### config.mk
export PLATFORM = sky130hd
export DESIGN_NAME = raycast_dda_column_core
export DESIGN_NICKNAME = d
export VERILOG_FILES = /design/src/design/rcd_pkg.sv /design/src/design/rcd_ctrl.sv /design/src/design/rcd_dpath.sv /design/src/design/raycast_dda_column_core.sv
export SDC_FILE = /design/constraint.sdc
export NUM_CORES = 2
export LEC_CHECK = 0
export ABC_AREA = 1
export BUFFER_PORTS_ARGS = -buffer_cell sky130_fd_sc_hd__buf_4
export CAP_MARGIN = 20
export CORE_UTILIZATION = 28
export DETAILED_ROUTE_END_ITERATION = 8
export GPL_TIMING_DRIVEN = 0
export PLACE_DENSITY_LB_ADDON = 0.2
export SYNTH_ARGS = -nofsm -noshare
export SYNTH_HDL_FRONTEND = slang
export SYNTH_SLANG_ARGS = --single-unit
### constraint.sdc
create_clock -name clk -period 8.05 [get_ports clk]
set_input_delay 0 -clock clk [delete_from_list [all_inputs] [get_ports clk]]
set_output_delay 0 -clock clk [all_outputs]
set_load 0.03 [all_outputs]
### src/design/rcd_pkg.sv
// Shared types and constants for the grid raycaster column core.
`timescale 1ns / 1ps
package rcd_pkg;

  typedef enum logic [3:0] {
    S_IDLE, S_DIV_CX, S_CX, S_RAY_X, S_RAY_Y, S_DIV_DX, S_DIV_DY,
    S_SIDE_X, S_SIDE_Y, S_STEP, S_CHECK, S_PERP, S_DIV_LH, S_DRAW
  } state_t;

  typedef enum logic [3:0] {
    OP_NONE, OP_LOAD, OP_CX, OP_RAY_X, OP_RAY_Y, OP_DX, OP_DY,
    OP_SIDE_X, OP_SIDE_Y, OP_STEP, OP_PERP, OP_LH, OP_DRAW
  } op_t;

  typedef struct packed {
    op_t  op;
    logic map_wr;
  } cmd_t;

  typedef struct packed {
    logic div_done;
    logic wall;
  } stat_t;

  localparam logic KIND_MAP  = 1'b0;
  localparam logic KIND_CAST = 1'b1;

  localparam int CFG_AW = 3;
  localparam int CFG_DW = 16;

  localparam logic [CFG_AW-1:0] REG_CAM_POS_X   = 3'd0;
  localparam logic [CFG_AW-1:0] REG_CAM_POS_Y   = 3'd1;
  localparam logic [CFG_AW-1:0] REG_VIEW_DIR_X  = 3'd2;
  localparam logic [CFG_AW-1:0] REG_VIEW_DIR_Y  = 3'd3;
  localparam logic [CFG_AW-1:0] REG_PLANE_X     = 3'd4;
  localparam logic [CFG_AW-1:0] REG_PLANE_Y     = 3'd5;
  localparam logic [CFG_AW-1:0] REG_SCREEN_W    = 3'd6;
  localparam logic [CFG_AW-1:0] REG_SCREEN_H    = 3'd7;

  localparam int DIV_N   = 31;  // quotient bits per division
  localparam int DEN_W   = 48;
  localparam int DELTA_W = 41;
  localparam int SIDE_W  = 48;

  localparam logic signed [25:0]  CX_BIAS   = 26'sd16384;
  localparam logic [DIV_N-1:0]    DIV_ONE   = 31'h4000_0000;
  localparam logic [DELTA_W-1:0]  DELTA_SAT = 41'h100_0000_0000;
  localparam logic [15:0]         SAT16     = 16'hFFFF;

endpackage

### src/design/rcd_ctrl.sv
// Sequencer for the raycaster: accepts items and steps the datapath.
`timescale 1ns / 1ps
module rcd_ctrl (
  input  logic          clk,
  input  logic          rst_n,
  input  logic          start,
  input  logic          in_kind,
  input  rcd_pkg::stat_t stat,
  output rcd_pkg::cmd_t cmd,
  output logic          busy
);

  rcd_pkg::state_t state_r, state_nxt;
  logic accept;

  assign busy   = (state_r != rcd_pkg::S_IDLE);
  assign accept = start && !busy;

  always_ff @(posedge clk) begin
    if (!rst_n) begin
      state_r <= rcd_pkg::S_IDLE;
    end else begin
      state_r <= state_nxt;
    end
  end

  always_comb begin
    state_nxt = state_r;
    case (state_r)
      rcd_pkg::S_IDLE: begin
        if (accept && (in_kind == rcd_pkg::KIND_CAST)) state_nxt = rcd_pkg::S_DIV_CX;
      end
      rcd_pkg::S_DIV_CX: begin
        if (stat.div_done) state_nxt = rcd_pkg::S_CX;
      end
      rcd_pkg::S_CX:     state_nxt = rcd_pkg::S_RAY_X;
      rcd_pkg::S_RAY_X:  state_nxt = rcd_pkg::S_RAY_Y;
      rcd_pkg::S_RAY_Y:  state_nxt = rcd_pkg::S_DIV_DX;
      rcd_pkg::S_DIV_DX: begin
        if (stat.div_done) state_nxt = rcd_pkg::S_DIV_DY;
      end
      rcd_pkg::S_DIV_DY: begin
        if (stat.div_done) state_nxt = rcd_pkg::S_SIDE_X;
      end
      rcd_pkg::S_SIDE_X: state_nxt = rcd_pkg::S_SIDE_Y;
      rcd_pkg::S_SIDE_Y: state_nxt = rcd_pkg::S_STEP;
      rcd_pkg::S_STEP:   state_nxt = rcd_pkg::S_CHECK;
      rcd_pkg::S_CHECK: begin
        state_nxt = stat.wall ? rcd_pkg::S_PERP : rcd_pkg::S_STEP;
      end
      rcd_pkg::S_PERP:   state_nxt = rcd_pkg::S_DIV_LH;
      rcd_pkg::S_DIV_LH: begin
        if (stat.div_done) state_nxt = rcd_pkg::S_DRAW;
      end
      rcd_pkg::S_DRAW:   state_nxt = rcd_pkg::S_IDLE;
      default:           state_nxt = rcd_pkg::S_IDLE;
    endcase
  end

  always_comb begin
    cmd.op     = rcd_pkg::OP_NONE;
    cmd.map_wr = 1'b0;
    case (state_r)
      rcd_pkg::S_IDLE: begin
        if (accept && (in_kind == rcd_pkg::KIND_CAST)) cmd.op = rcd_pkg::OP_LOAD;
        cmd.map_wr = accept && (in_kind == rcd_pkg::KIND_MAP);
      end
      rcd_pkg::S_CX:     cmd.op = rcd_pkg::OP_CX;
      rcd_pkg::S_RAY_X:  cmd.op = rcd_pkg::OP_RAY_X;
      rcd_pkg::S_RAY_Y:  cmd.op = rcd_pkg::OP_RAY_Y;
      rcd_pkg::S_DIV_DX: begin
        if (stat.div_done) cmd.op = rcd_pkg::OP_DX;
      end
      rcd_pkg::S_DIV_DY: begin
        if (stat.div_done) cmd.op = rcd_pkg::OP_DY;
      end
      rcd_pkg::S_SIDE_X: cmd.op = rcd_pkg::OP_SIDE_X;
      rcd_pkg::S_SIDE_Y: cmd.op = rcd_pkg::OP_SIDE_Y;
      rcd_pkg::S_STEP:   cmd.op = rcd_pkg::OP_STEP;
      rcd_pkg::S_PERP:   cmd.op = rcd_pkg::OP_PERP;
      rcd_pkg::S_DIV_LH: begin
        if (stat.div_done) cmd.op = rcd_pkg::OP_LH;
      end
      rcd_pkg::S_DRAW:   cmd.op = rcd_pkg::OP_DRAW;
      default:           cmd.op = rcd_pkg::OP_NONE;
    endcase
  end

endmodule

### src/design/rcd_dpath.sv
// Raycaster datapath: config registers, map store, divider, ray and DDA math.
`timescale 1ns / 1ps
module rcd_dpath #(
  parameter int MAP_SIZE = 16
) (
  input  logic                       clk,
  input  logic                       rst_n,
  input  rcd_pkg::cmd_t              cmd,
  output rcd_pkg::stat_t             stat,
  input  logic                       cfg_we,
  input  logic [rcd_pkg::CFG_AW-1:0] cfg_addr,
  input  logic [rcd_pkg::CFG_DW-1:0] cfg_wdata,
  input  logic [3:0]                 in_map_row,
  input  logic [15:0]                in_row_bits,
  input  logic [9:0]                 in_column,
  output logic                       out_valid,
  output logic                       out_hit_side,
  output logic signed [5:0]          out_hit_x,
  output logic signed [5:0]          out_hit_y,
  output logic [15:0]                out_perp_dist,
  output logic [15:0]                out_wall_len,
  output logic [9:0]                 out_span_top,
  output logic [9:0]                 out_span_bot
);

  localparam int AW = (MAP_SIZE > 1) ? $clog2(MAP_SIZE) : 1;
  localparam int CW = (AW > 4) ? AW : 4;
  localparam int MW = CW + 2;

  // configuration
  logic [11:0]        cam_x_r, cam_y_r;
  logic signed [15:0] dir_x_r, dir_y_r, plane_x_r, plane_y_r;
  logic [10:0]        width_r, height_r;

  always_ff @(posedge clk) begin
    if (!rst_n) begin
      cam_x_r   <= 12'd384;
      cam_y_r   <= 12'd384;
      dir_x_r   <= -16'sd16384;
      dir_y_r   <= 16'sd0;
      plane_x_r <= 16'sd0;
      plane_y_r <= 16'sd10813;
      width_r   <= 11'd640;
      height_r  <= 11'd480;
    end else if (cfg_we) begin
      case (cfg_addr)
        rcd_pkg::REG_CAM_POS_X:  cam_x_r   <= cfg_wdata[11:0];
        rcd_pkg::REG_CAM_POS_Y:  cam_y_r   <= cfg_wdata[11:0];
        rcd_pkg::REG_VIEW_DIR_X: dir_x_r   <= $signed(cfg_wdata);
        rcd_pkg::REG_VIEW_DIR_Y: dir_y_r   <= $signed(cfg_wdata);
        rcd_pkg::REG_PLANE_X:    plane_x_r <= $signed(cfg_wdata);
        rcd_pkg::REG_PLANE_Y:    plane_y_r <= $signed(cfg_wdata);
        rcd_pkg::REG_SCREEN_W:   width_r   <= cfg_wdata[10:0];
        rcd_pkg::REG_SCREEN_H:   height_r  <= cfg_wdata[10:0];
        default: ;
      endcase
    end
  end

  // working registers
  logic signed [25:0]         cx_r;
  logic signed [28:0]         rx_r, ry_r;
  logic [rcd_pkg::DELTA_W-1:0] dx_r, dy_r;
  logic [rcd_pkg::SIDE_W-1:0] sx_r, sy_r, perp_r;
  logic signed [MW-1:0]       mx_r, my_r;
  logic                       side_r;
  logic [15:0]                lh_r;

  // shared restoring divider, one quotient bit per cycle
  logic [rcd_pkg::DIV_N-1:0] div_num_r, div_q_r, div_num_in;
  logic [rcd_pkg::DEN_W-1:0] div_den_r, div_rem_r, div_den_in;
  logic [4:0]                div_cnt_r;
  logic                      div_act_r, div_done_r, div_start;
  logic [rcd_pkg::DEN_W:0]   div_trial, div_diff;
  logic                      div_ge;

  logic [27:0]                magx, magy;
  logic [rcd_pkg::SIDE_W-1:0] perp_nxt;

  assign magx = rx_r[28] ? 28'(-rx_r) : rx_r[27:0];
  assign magy = ry_r[28] ? 28'(-ry_r) : ry_r[27:0];
  assign perp_nxt = side_r ? (sy_r - rcd_pkg::SIDE_W'(dy_r))
                           : (sx_r - rcd_pkg::SIDE_W'(dx_r));

  assign div_start = cmd.op inside {rcd_pkg::OP_LOAD, rcd_pkg::OP_RAY_Y,
                                    rcd_pkg::OP_DX, rcd_pkg::OP_PERP};

  always_comb begin
    div_num_in = rcd_pkg::DIV_ONE;
    div_den_in = rcd_pkg::DEN_W'(1);
    case (cmd.op)
      rcd_pkg::OP_LOAD: begin
        div_num_in = rcd_pkg::DIV_N'({in_column, 15'b0});
        div_den_in = (width_r == 11'd0) ? rcd_pkg::DEN_W'(1) : rcd_pkg::DEN_W'(width_r);
      end
      rcd_pkg::OP_RAY_Y: begin
        div_den_in = (magx == 28'd0) ? rcd_pkg::DEN_W'(1) : rcd_pkg::DEN_W'(magx);
      end
      rcd_pkg::OP_DX: begin
        div_den_in = (magy == 28'd0) ? rcd_pkg::DEN_W'(1) : rcd_pkg::DEN_W'(magy);
      end
      rcd_pkg::OP_PERP: begin
        div_num_in = rcd_pkg::DIV_N'({height_r, 16'b0});
        div_den_in = (perp_nxt == '0) ? rcd_pkg::DEN_W'(1) : perp_nxt;
      end
      default: ;
    endcase
  end

  assign div_trial = {div_rem_r, div_num_r[rcd_pkg::DIV_N-1]};
  assign div_ge    = div_trial >= {1'b0, div_den_r};
  assign div_diff  = div_trial - {1'b0, div_den_r};

  always_ff @(posedge clk) begin
    if (!rst_n) begin
      div_act_r  <= 1'b0;
      div_done_r <= 1'b0;
      div_cnt_r  <= '0;
    end else begin
      div_done_r <= !div_start && div_act_r
                 && (div_cnt_r == 5'(rcd_pkg::DIV_N - 1));
      if (div_start) begin
        div_act_r <= 1'b1;
        div_cnt_r <= '0;
      end else if (div_act_r) begin
        div_cnt_r <= div_cnt_r + 5'd1;
        if (div_cnt_r == 5'(rcd_pkg::DIV_N - 1)) begin
          div_act_r <= 1'b0;
        end
      end
    end
  end

  always_ff @(posedge clk) begin
    if (div_start) begin
      div_num_r <= div_num_in;
      div_den_r <= div_den_in;
      div_rem_r <= '0;
      div_q_r   <= '0;
    end else if (div_act_r) begin
      div_rem_r <= div_ge ? div_diff[rcd_pkg::DEN_W-1:0] : div_trial[rcd_pkg::DEN_W-1:0];
      div_num_r <= {div_num_r[rcd_pkg::DIV_N-2:0], 1'b0};
      div_q_r   <= {div_q_r[rcd_pkg::DIV_N-2:0], div_ge};
    end
  end

  // shared ray multiplier
  logic signed [15:0] mul_a, dir_sel;
  logic signed [41:0] pmul;
  logic signed [28:0] ray_sum;

  assign mul_a   = (cmd.op == rcd_pkg::OP_RAY_Y) ? plane_y_r : plane_x_r;
  assign dir_sel = (cmd.op == rcd_pkg::OP_RAY_Y) ? dir_y_r : dir_x_r;
  assign pmul    = 42'(mul_a) * 42'(cx_r);
  assign ray_sum = 29'(dir_sel) + 29'(pmul >>> 14);

  // shared side-distance multiplier
  logic [8:0]                  fx, fy, f_sel;
  logic [rcd_pkg::DELTA_W-1:0] d_sel;
  logic [49:0]                 fmul;

  assign fx    = rx_r[28] ? {1'b0, cam_x_r[7:0]} : (9'd256 - {1'b0, cam_x_r[7:0]});
  assign fy    = ry_r[28] ? {1'b0, cam_y_r[7:0]} : (9'd256 - {1'b0, cam_y_r[7:0]});
  assign f_sel = (cmd.op == rcd_pkg::OP_SIDE_Y) ? fy : fx;
  assign d_sel = (cmd.op == rcd_pkg::OP_SIDE_Y) ? dy_r : dx_r;
  assign fmul  = 50'(f_sel) * 50'(d_sel);

  // DDA step
  logic                 x_first;
  logic signed [MW-1:0] mx_step, my_step;
  logic [AW-1:0]        rd_addr;

  assign x_first = sx_r < sy_r;
  assign mx_step = rx_r[28] ? (mx_r - MW'(1)) : (mx_r + MW'(1));
  assign my_step = ry_r[28] ? (my_r - MW'(1)) : (my_r + MW'(1));
  assign rd_addr = (cmd.op == rcd_pkg::OP_STEP && !x_first) ? AW'(my_step) : AW'(my_r);

  // map store
  logic [MAP_SIZE-1:0] map_mem [MAP_SIZE];
  logic [MAP_SIZE-1:0] row_vld_r;
  logic [MAP_SIZE-1:0] rd_row_r;
  logic                rd_vld_r;
  logic                row_ok;

  assign row_ok = 32'(in_map_row) < MAP_SIZE;

  always_ff @(posedge clk) begin
    if (cmd.map_wr && row_ok) begin
      map_mem[AW'(in_map_row)] <= MAP_SIZE'(in_row_bits);
    end
    rd_row_r <= map_mem[rd_addr];
  end

  always_ff @(posedge clk) begin
    if (!rst_n) begin
      row_vld_r <= '0;
      rd_vld_r  <= 1'b0;
    end else begin
      if (cmd.map_wr && row_ok) row_vld_r[AW'(in_map_row)] <= 1'b1;
      rd_vld_r <= row_vld_r[rd_addr];
    end
  end

  logic oob;
  assign oob = mx_r[MW-1] || my_r[MW-1]
            || (mx_r[MW-2:0] >= (MW-1)'(MAP_SIZE))
            || (my_r[MW-2:0] >= (MW-1)'(MAP_SIZE));

  assign stat.wall     = oob || (rd_vld_r && rd_row_r[mx_r[AW-1:0]]);
  assign stat.div_done = div_done_r;

  // ray working registers
  always_ff @(posedge clk) begin
    case (cmd.op)
      rcd_pkg::OP_CX:     cx_r <= $signed({1'b0, div_q_r[24:0]}) - rcd_pkg::CX_BIAS;
      rcd_pkg::OP_RAY_X:  rx_r <= ray_sum;
      rcd_pkg::OP_RAY_Y:  ry_r <= ray_sum;
      rcd_pkg::OP_DX:     dx_r <= (magx == 28'd0) ? rcd_pkg::DELTA_SAT
                                                  : rcd_pkg::DELTA_W'(div_q_r);
      rcd_pkg::OP_DY:     dy_r <= (magy == 28'd0) ? rcd_pkg::DELTA_SAT
                                                  : rcd_pkg::DELTA_W'(div_q_r);
      rcd_pkg::OP_SIDE_X: sx_r <= rcd_pkg::SIDE_W'(fmul >> 8);
      rcd_pkg::OP_SIDE_Y: begin
        sy_r <= rcd_pkg::SIDE_W'(fmul >> 8);
        mx_r <= MW'(cam_x_r[11:8]);
        my_r <= MW'(cam_y_r[11:8]);
      end
      rcd_pkg::OP_STEP: begin
        if (x_first) begin
          sx_r   <= sx_r + rcd_pkg::SIDE_W'(dx_r);
          mx_r   <= mx_step;
          side_r <= 1'b0;
        end else begin
          sy_r   <= sy_r + rcd_pkg::SIDE_W'(dy_r);
          my_r   <= my_step;
          side_r <= 1'b1;
        end
      end
      rcd_pkg::OP_PERP:   perp_r <= perp_nxt;
      rcd_pkg::OP_LH: begin
        if (perp_r == '0 || div_q_r[rcd_pkg::DIV_N-1:16] != '0) lh_r <= rcd_pkg::SAT16;
        else lh_r <= div_q_r[15:0];
      end
      default: ;
    endcase
  end

  // wall span
  logic [9:0]  half;
  logic [14:0] lhh;
  logic [15:0] de_sum, de_v;
  logic [9:0]  ds_v;

  assign half = height_r[10:1];
  assign lhh  = lh_r[15:1];

  always_comb begin
    ds_v   = (15'(half) > lhh) ? 10'(15'(half) - lhh) : 10'd0;
    de_sum = 16'(lhh) + 16'(half);
    if (de_sum >= 16'(height_r)) begin
      de_v = (height_r == 11'd0) ? 16'd0 : 16'(height_r - 11'd1);
    end else begin
      de_v = de_sum;
    end
    if (de_v > 16'd1023) de_v = 16'd1023;
  end

  logic out_valid_r;

  always_ff @(posedge clk) begin
    if (!rst_n) begin
      out_valid_r <= 1'b0;
    end else begin
      out_valid_r <= (cmd.op == rcd_pkg::OP_DRAW);
    end
  end

  always_ff @(posedge clk) begin
    if (cmd.op == rcd_pkg::OP_DRAW) begin
      out_hit_side  <= side_r;
      out_hit_x     <= 6'(mx_r);
      out_hit_y     <= 6'(my_r);
      out_perp_dist <= (perp_r[rcd_pkg::SIDE_W-1:24] != '0) ? rcd_pkg::SAT16 : perp_r[23:8];
      out_wall_len  <= lh_r;
      out_span_top  <= ds_v;
      out_span_bot  <= de_v[9:0];
    end
  end

  assign out_valid = out_valid_r;

endmodule

### src/design/raycast_dda_column_core.sv
// Top level of the grid raycaster column core.
`timescale 1ns / 1ps
// Usage:
//  Input: drive start with in_kind and its fields; a beat is taken when
//  start is high and busy is low. in_kind 0 writes one map row (in_map_row,
//  in_row_bits) in that cycle and produces no result. in_kind 1 casts the
//  ray for in_column and produces exactly one result beat.
//  Output: out_valid is high for one cycle with the hit cell, side, the
//  perpendicular distance and the wall span. The receiver cannot stall.
//  Config: cfg_we writes cfg_wdata into register cfg_addr; write only while
//  busy is low and no cast is pending.
//  Sequence: a cast holds busy high through four divisions on one
//  shared radix-2 divider, seven states that do not wait and, per grid
//  step, a read of the map row, then the wall test. The result beat is in
//  the first cycle with busy low again, and the next beat may be taken in
//  that same cycle. One cast is in flight at a time.
//  Reset: configuration returns to its defaults and the map reads as empty.
module raycast_dda_column_core #(
  parameter int MAP_SIZE = 16
) (
  input  logic                       clk,
  input  logic                       rst_n,
  input  logic                       start,
  output logic                       busy,
  input  logic                       in_kind,
  input  logic [3:0]                 in_map_row,
  input  logic [15:0]                in_row_bits,
  input  logic [9:0]                 in_column,
  output logic                       out_valid,
  output logic                       out_hit_side,
  output logic signed [5:0]          out_hit_x,
  output logic signed [5:0]          out_hit_y,
  output logic [15:0]                out_perp_dist,
  output logic [15:0]                out_wall_len,
  output logic [9:0]                 out_span_top,
  output logic [9:0]                 out_span_bot,
  input  logic                       cfg_we,
  input  logic [rcd_pkg::CFG_AW-1:0] cfg_addr,
  input  logic [rcd_pkg::CFG_DW-1:0] cfg_wdata
);

  rcd_pkg::cmd_t  cmd;
  rcd_pkg::stat_t stat;

  rcd_ctrl u_ctrl (
    .clk     (clk),
    .rst_n   (rst_n),
    .start   (start),
    .in_kind (in_kind),
    .stat    (stat),
    .cmd     (cmd),
    .busy    (busy)
  );

  rcd_dpath #(.MAP_SIZE(MAP_SIZE)) u_dpath (
    .clk           (clk),
    .rst_n         (rst_n),
    .cmd           (cmd),
    .stat          (stat),
    .cfg_we        (cfg_we),
    .cfg_addr      (cfg_addr),
    .cfg_wdata     (cfg_wdata),
    .in_map_row    (in_map_row),
    .in_row_bits   (in_row_bits),
    .in_column     (in_column),
    .out_valid     (out_valid),
    .out_hit_side  (out_hit_side),
    .out_hit_x     (out_hit_x),
    .out_hit_y     (out_hit_y),
    .out_perp_dist (out_perp_dist),
    .out_wall_len  (out_wall_len),
    .out_span_top  (out_span_top),
    .out_span_bot  (out_span_bot)
  );

  a_cast_goes_busy: assert property (@(posedge clk) disable iff (!rst_n)
    (start && !busy && in_kind == rcd_pkg::KIND_CAST) |=> busy)
    else $error("cast beat did not start a cast");

  a_map_stays_idle: assert property (@(posedge clk) disable iff (!rst_n)
    (start && !busy && in_kind == rcd_pkg::KIND_MAP) |=> (!busy && !out_valid))
    else $error("map row beat caused activity");

  a_result_single: assert property (@(posedge clk) disable iff (!rst_n)
    out_valid |-> (!busy && !$past(out_valid)))
    else $error("result beat outside end of cast");

endmodule

==> results.py <==
metrics = {
    "outcome": {
        "status": "finished with violations",
        "failed_checks": "setup timing",
    },
    "synthesis": {
        "syn_area_per_cell_sq_um": 7.66,
        "synth-simple-area-share_pct": 22.7,
        "async_reset_ff_share_pct": 0,
        "yosysMostFrequentCell": "nand2_1",
        "synth_common_cells": "2511 x nand2_1, 2013 x inv_1, 1303 x nor2_1",
        "synth-edff-count": 706,
        "postSynthCellCount": 10800,
        "synth_top_family_by_area": "simple AND/OR/NAND/NOR gates",
        "synth_warnings": 0,
        "synthAdderAreaFrac_pct": 21.8,
        "ys_seq_elements": 940,
        "synth_xor_area_share_pct": 2.14,
        "synth.distinct_cells": 73,
        "syn-num-nets": 11900,
        "ys_seq_area_share_pct": 31.4,
        "muxShareOfSynthArea_pct": 0.0243,
        "syn_area_sq_um": 82500,
        "synth_ff_type": "edfxtp_1",
        "synth_area_leader_cell": "edfxtp_1",
        "synth.area.top_cells": "edfxtp_1 26%, fa_1 15%, nand2_1 11%",
        "synth_compound_area_share_pct": 11.0,
        "yosysTopAreaCellShare_pct": 25.7,
    },
    "cts": {
        "h-tree-depth": 3,
        "numCtsBuffers": 107,
        "cts-root-buf": "clkbuf_16",
        "cts_sinks": 940,
        "clkTransAtPathRegs_ns": 0.07,
        "clk_latency_ns": 0.82,
        "cts_tree": "yes",
        "clock_path_buffers": 3,
    },
    "routing": {
        "met2_length_mm": 154,
        "top_layer": "met5",
        "via_per_inst": 4.91,
        "wl_per_cell_microns": 22.6,
        "wirelength_mm": 345,
        "vias": 74900,
        "ant_nets": 0,
        "route.detailed.drc": 0,
        "wl_met1_mm": 157,
        "wl_met3_mm": 21.2,
        "drt_iter0_markers": 6432,
        "first_pass_iters": 9,
    },
    "setup_path": {
        "path_max_fanout": 6,
        "cp.arrival_ns": 8.65,
        "critPathKind": "reg -> reg",
        "cpPeakStageDelay_ns": 0.58,
        "cp_common_cell": "fa_1",
        "worst_setup_path_end_kind": "register",
        "crit_slowest_cell": "fa_1",
        "start_kind": "register",
        "required_ns": 8.56,
    },
    "timing": {
        "fin_ws_ns": -0.0937,
        "rsz0062_at_grt": "true",
        "worst_slew_pin_slew_ns": 1.18,
        "skew_ns": 0.105,
        "fmax_ghz": 0.123,
        "finalMaxSlewViolations": 0,
        "fin_crit_sh_pct": 101,
        "setup_tns_ns": -0.942,
        "setup_viol": 18,
        "min_period_ns": 8.14,
        "worst_slew_margin_rel_pct": 21.4,
        "hold_violations": 0,
    },
    "layout": {
        "fin_cells": 15300,
        "nNetsFinal": 12400,
        "drive_gt1_share_pct": 9.97,
        "synthToLayoutAreaGrowth_pct": 18.3,
        "fill_cells": 30800,
    },
    "power_and_ir_drop": {
        "p_leak_nw": 44.6,
        "powerDensity_nw_per_um2": 243,
        "vdd_ir_drop_max_uv": 449,
    },
    "placed_design": {
        "dp_hpwl_mm": 284,
        "placed_cells": 14800,
        "portBuffers": 113,
        "gp_congestion": 1.00,
    },
    "global_route": {
        "antenna_found_initial": 20,
        "grt_pass1_vias": 73700,
        "grt_max_degree": 55,
        "grt_pass1_wl_mm": 499,
        "grt_use_total_pct": 22.9,
        "grt_overflow_total": 0,
    },
    "die": {
        "start_util_pct": 28.3,
        "die_width_microns": 545,
        "die_area_sq_um": 297000,
        "die_y_microns": 545,
        "io_pins": 121,
        "rows": 198,
        "coreArea_sq_um": 292000,
    },
    "flow_run": {
        "maxCapViolCount": 0,
    },
    "hold_path": {
        "holdCritPathClass": "in -> reg",
    },
}
-- cells by family (layout without fill, tap and decap cells) --
group                      count (synthesis)  after routing
adders and majority gates               1073           1073
xor gates and xnor gates                 202            202
and+or+nand+nor                         4630           4630
other                                      0              8
muxes                                      2              2
AOI/OAI and AO/OA                       1584           1584
buffers and inverters                   2348           2925
DFF                                      940            940
-- through the flow --
step / utilization, % / setup WS [ns] / total power, W / instance area (sq um) / hold slack [ns]
detailed placement: 30.5 / -2.56 / 0.0151 / 89100 / 0.267
floorplan: - / 0.0179 / 0.0119 / 82600 / 0.0989
global placement: 30.2 / -3.20 / 0.0150 / 88300 / 0.262
finish: 33.4 / -0.0937 / 0.0238 / 97600 / 0.0519
CTS: 33.0 / -0.0589 / 0.0225 / 96400 / 0.00200
global route: 33.4 / -0.400 / 0.0251 / 97600 / 0.0495
-- state kept, by name (all words and copies together), names as in the netlist, 26 cells and up --
name	count
u_dpath.perp_r	48
u_dpath.sx_r	48
u_dpath.cx_r	26
u_dpath.div_den_r	48
u_dpath.dy_r	32
u_dpath.div_q_r	31
u_dpath.dx_r	32
u_dpath.sy_r	48
u_dpath.ry_r	29
u_dpath.div_rem_r	48
u_dpath.rx_r	29
u_dpath.map_mem	256
-- cells in the final DEF, fill, tap and decap left out, drive strengths merged, types with 15 or more instances in the layout --
cell	instances
nand2	2527
inv	2033
nor2	1319
edfxtp	706
fa	614
o21ai	611
a21oi	558
nand3	465
ha	459
buf	440
clkbuf	295
dfxtp	234
o211ai	163
xor2	146
nor3	114
nand4	99
dlygate4sd3	66
clkinv	59
xnor2	56
a31oi	44
nor4	41
o22ai	38
a21o	38
or2	33
o21a	24
o21bai	21
bufinv	17
clkinvlp	15
-- per-layer routing --
metal,global-route usage [%],vias up
li1,-,35300
met1,31.8,36600
met2,36.4,2588
met3,2.81,466
met4,8.08,22
met5,0,-
-- critical path: cells and delay by family (launching register included) --
kind | cells | cell delay [ns]
adder cells (fa/ha/maj) | 8 | 3.53
buffers and inverters | 13 | 1.43
AND/OR/NAND/NOR | 11 | 1.12
AO/OA/AOI/OAI | 7 | 1.09
flip-flops | 1 | 0.38
XOR/XNOR | 2 | 0.34
-- worst paths after layout --
path | start | to | slack, ns | cells past startpoint
setup reg to reg | u_ctrl.state_r[3] | u_dpath.rx_r[26] | -0.09 | 41
setup / recovery | u_ctrl.state_r[3] | u_dpath.rx_r[26] | -0.09 | 41
hold / removal | start | u_dpath.div_den_r[4] | 0.05 | 5
hold reg to reg | u_dpath.lh_r[0] | u_dpath.out_wall_len[0] | 0.43 | 0
-- layout make-up --
type	instances	area, sq um	area share (%)
multi-input cells	7491	49900	51.1
flip-flops and latches	940	25900	26.5
inverters	2044	7730	7.92
well taps	3900	4880	5.00
repair buffers	382	3630	3.72
clock buffers	123	2810	2.88
plain buffers	296	1640	1.68
clock inverters	80	1080	1.11
diodes	8	20.0	0.0205
-- timing repair --
action,4_1_cts,5_1_grt
setup buffers,94,48
hold buffers,66,0
cloned,6,1
hold endpoints to repair,576,0
pin swaps,127,156
setup endpoints to repair,104,78
resized for setup,433,206
-- power breakdown --
group	leakage (nW)	switching [W]	internal, W
registers	8.22	0.0000930	0.00584
logic	34.6	0.00762	0.00480
clock network	1.87	0.00231	0.00310
total	44.6	0.0100	0.0137
No activity file was read; power rests on OpenSTA's default activity.
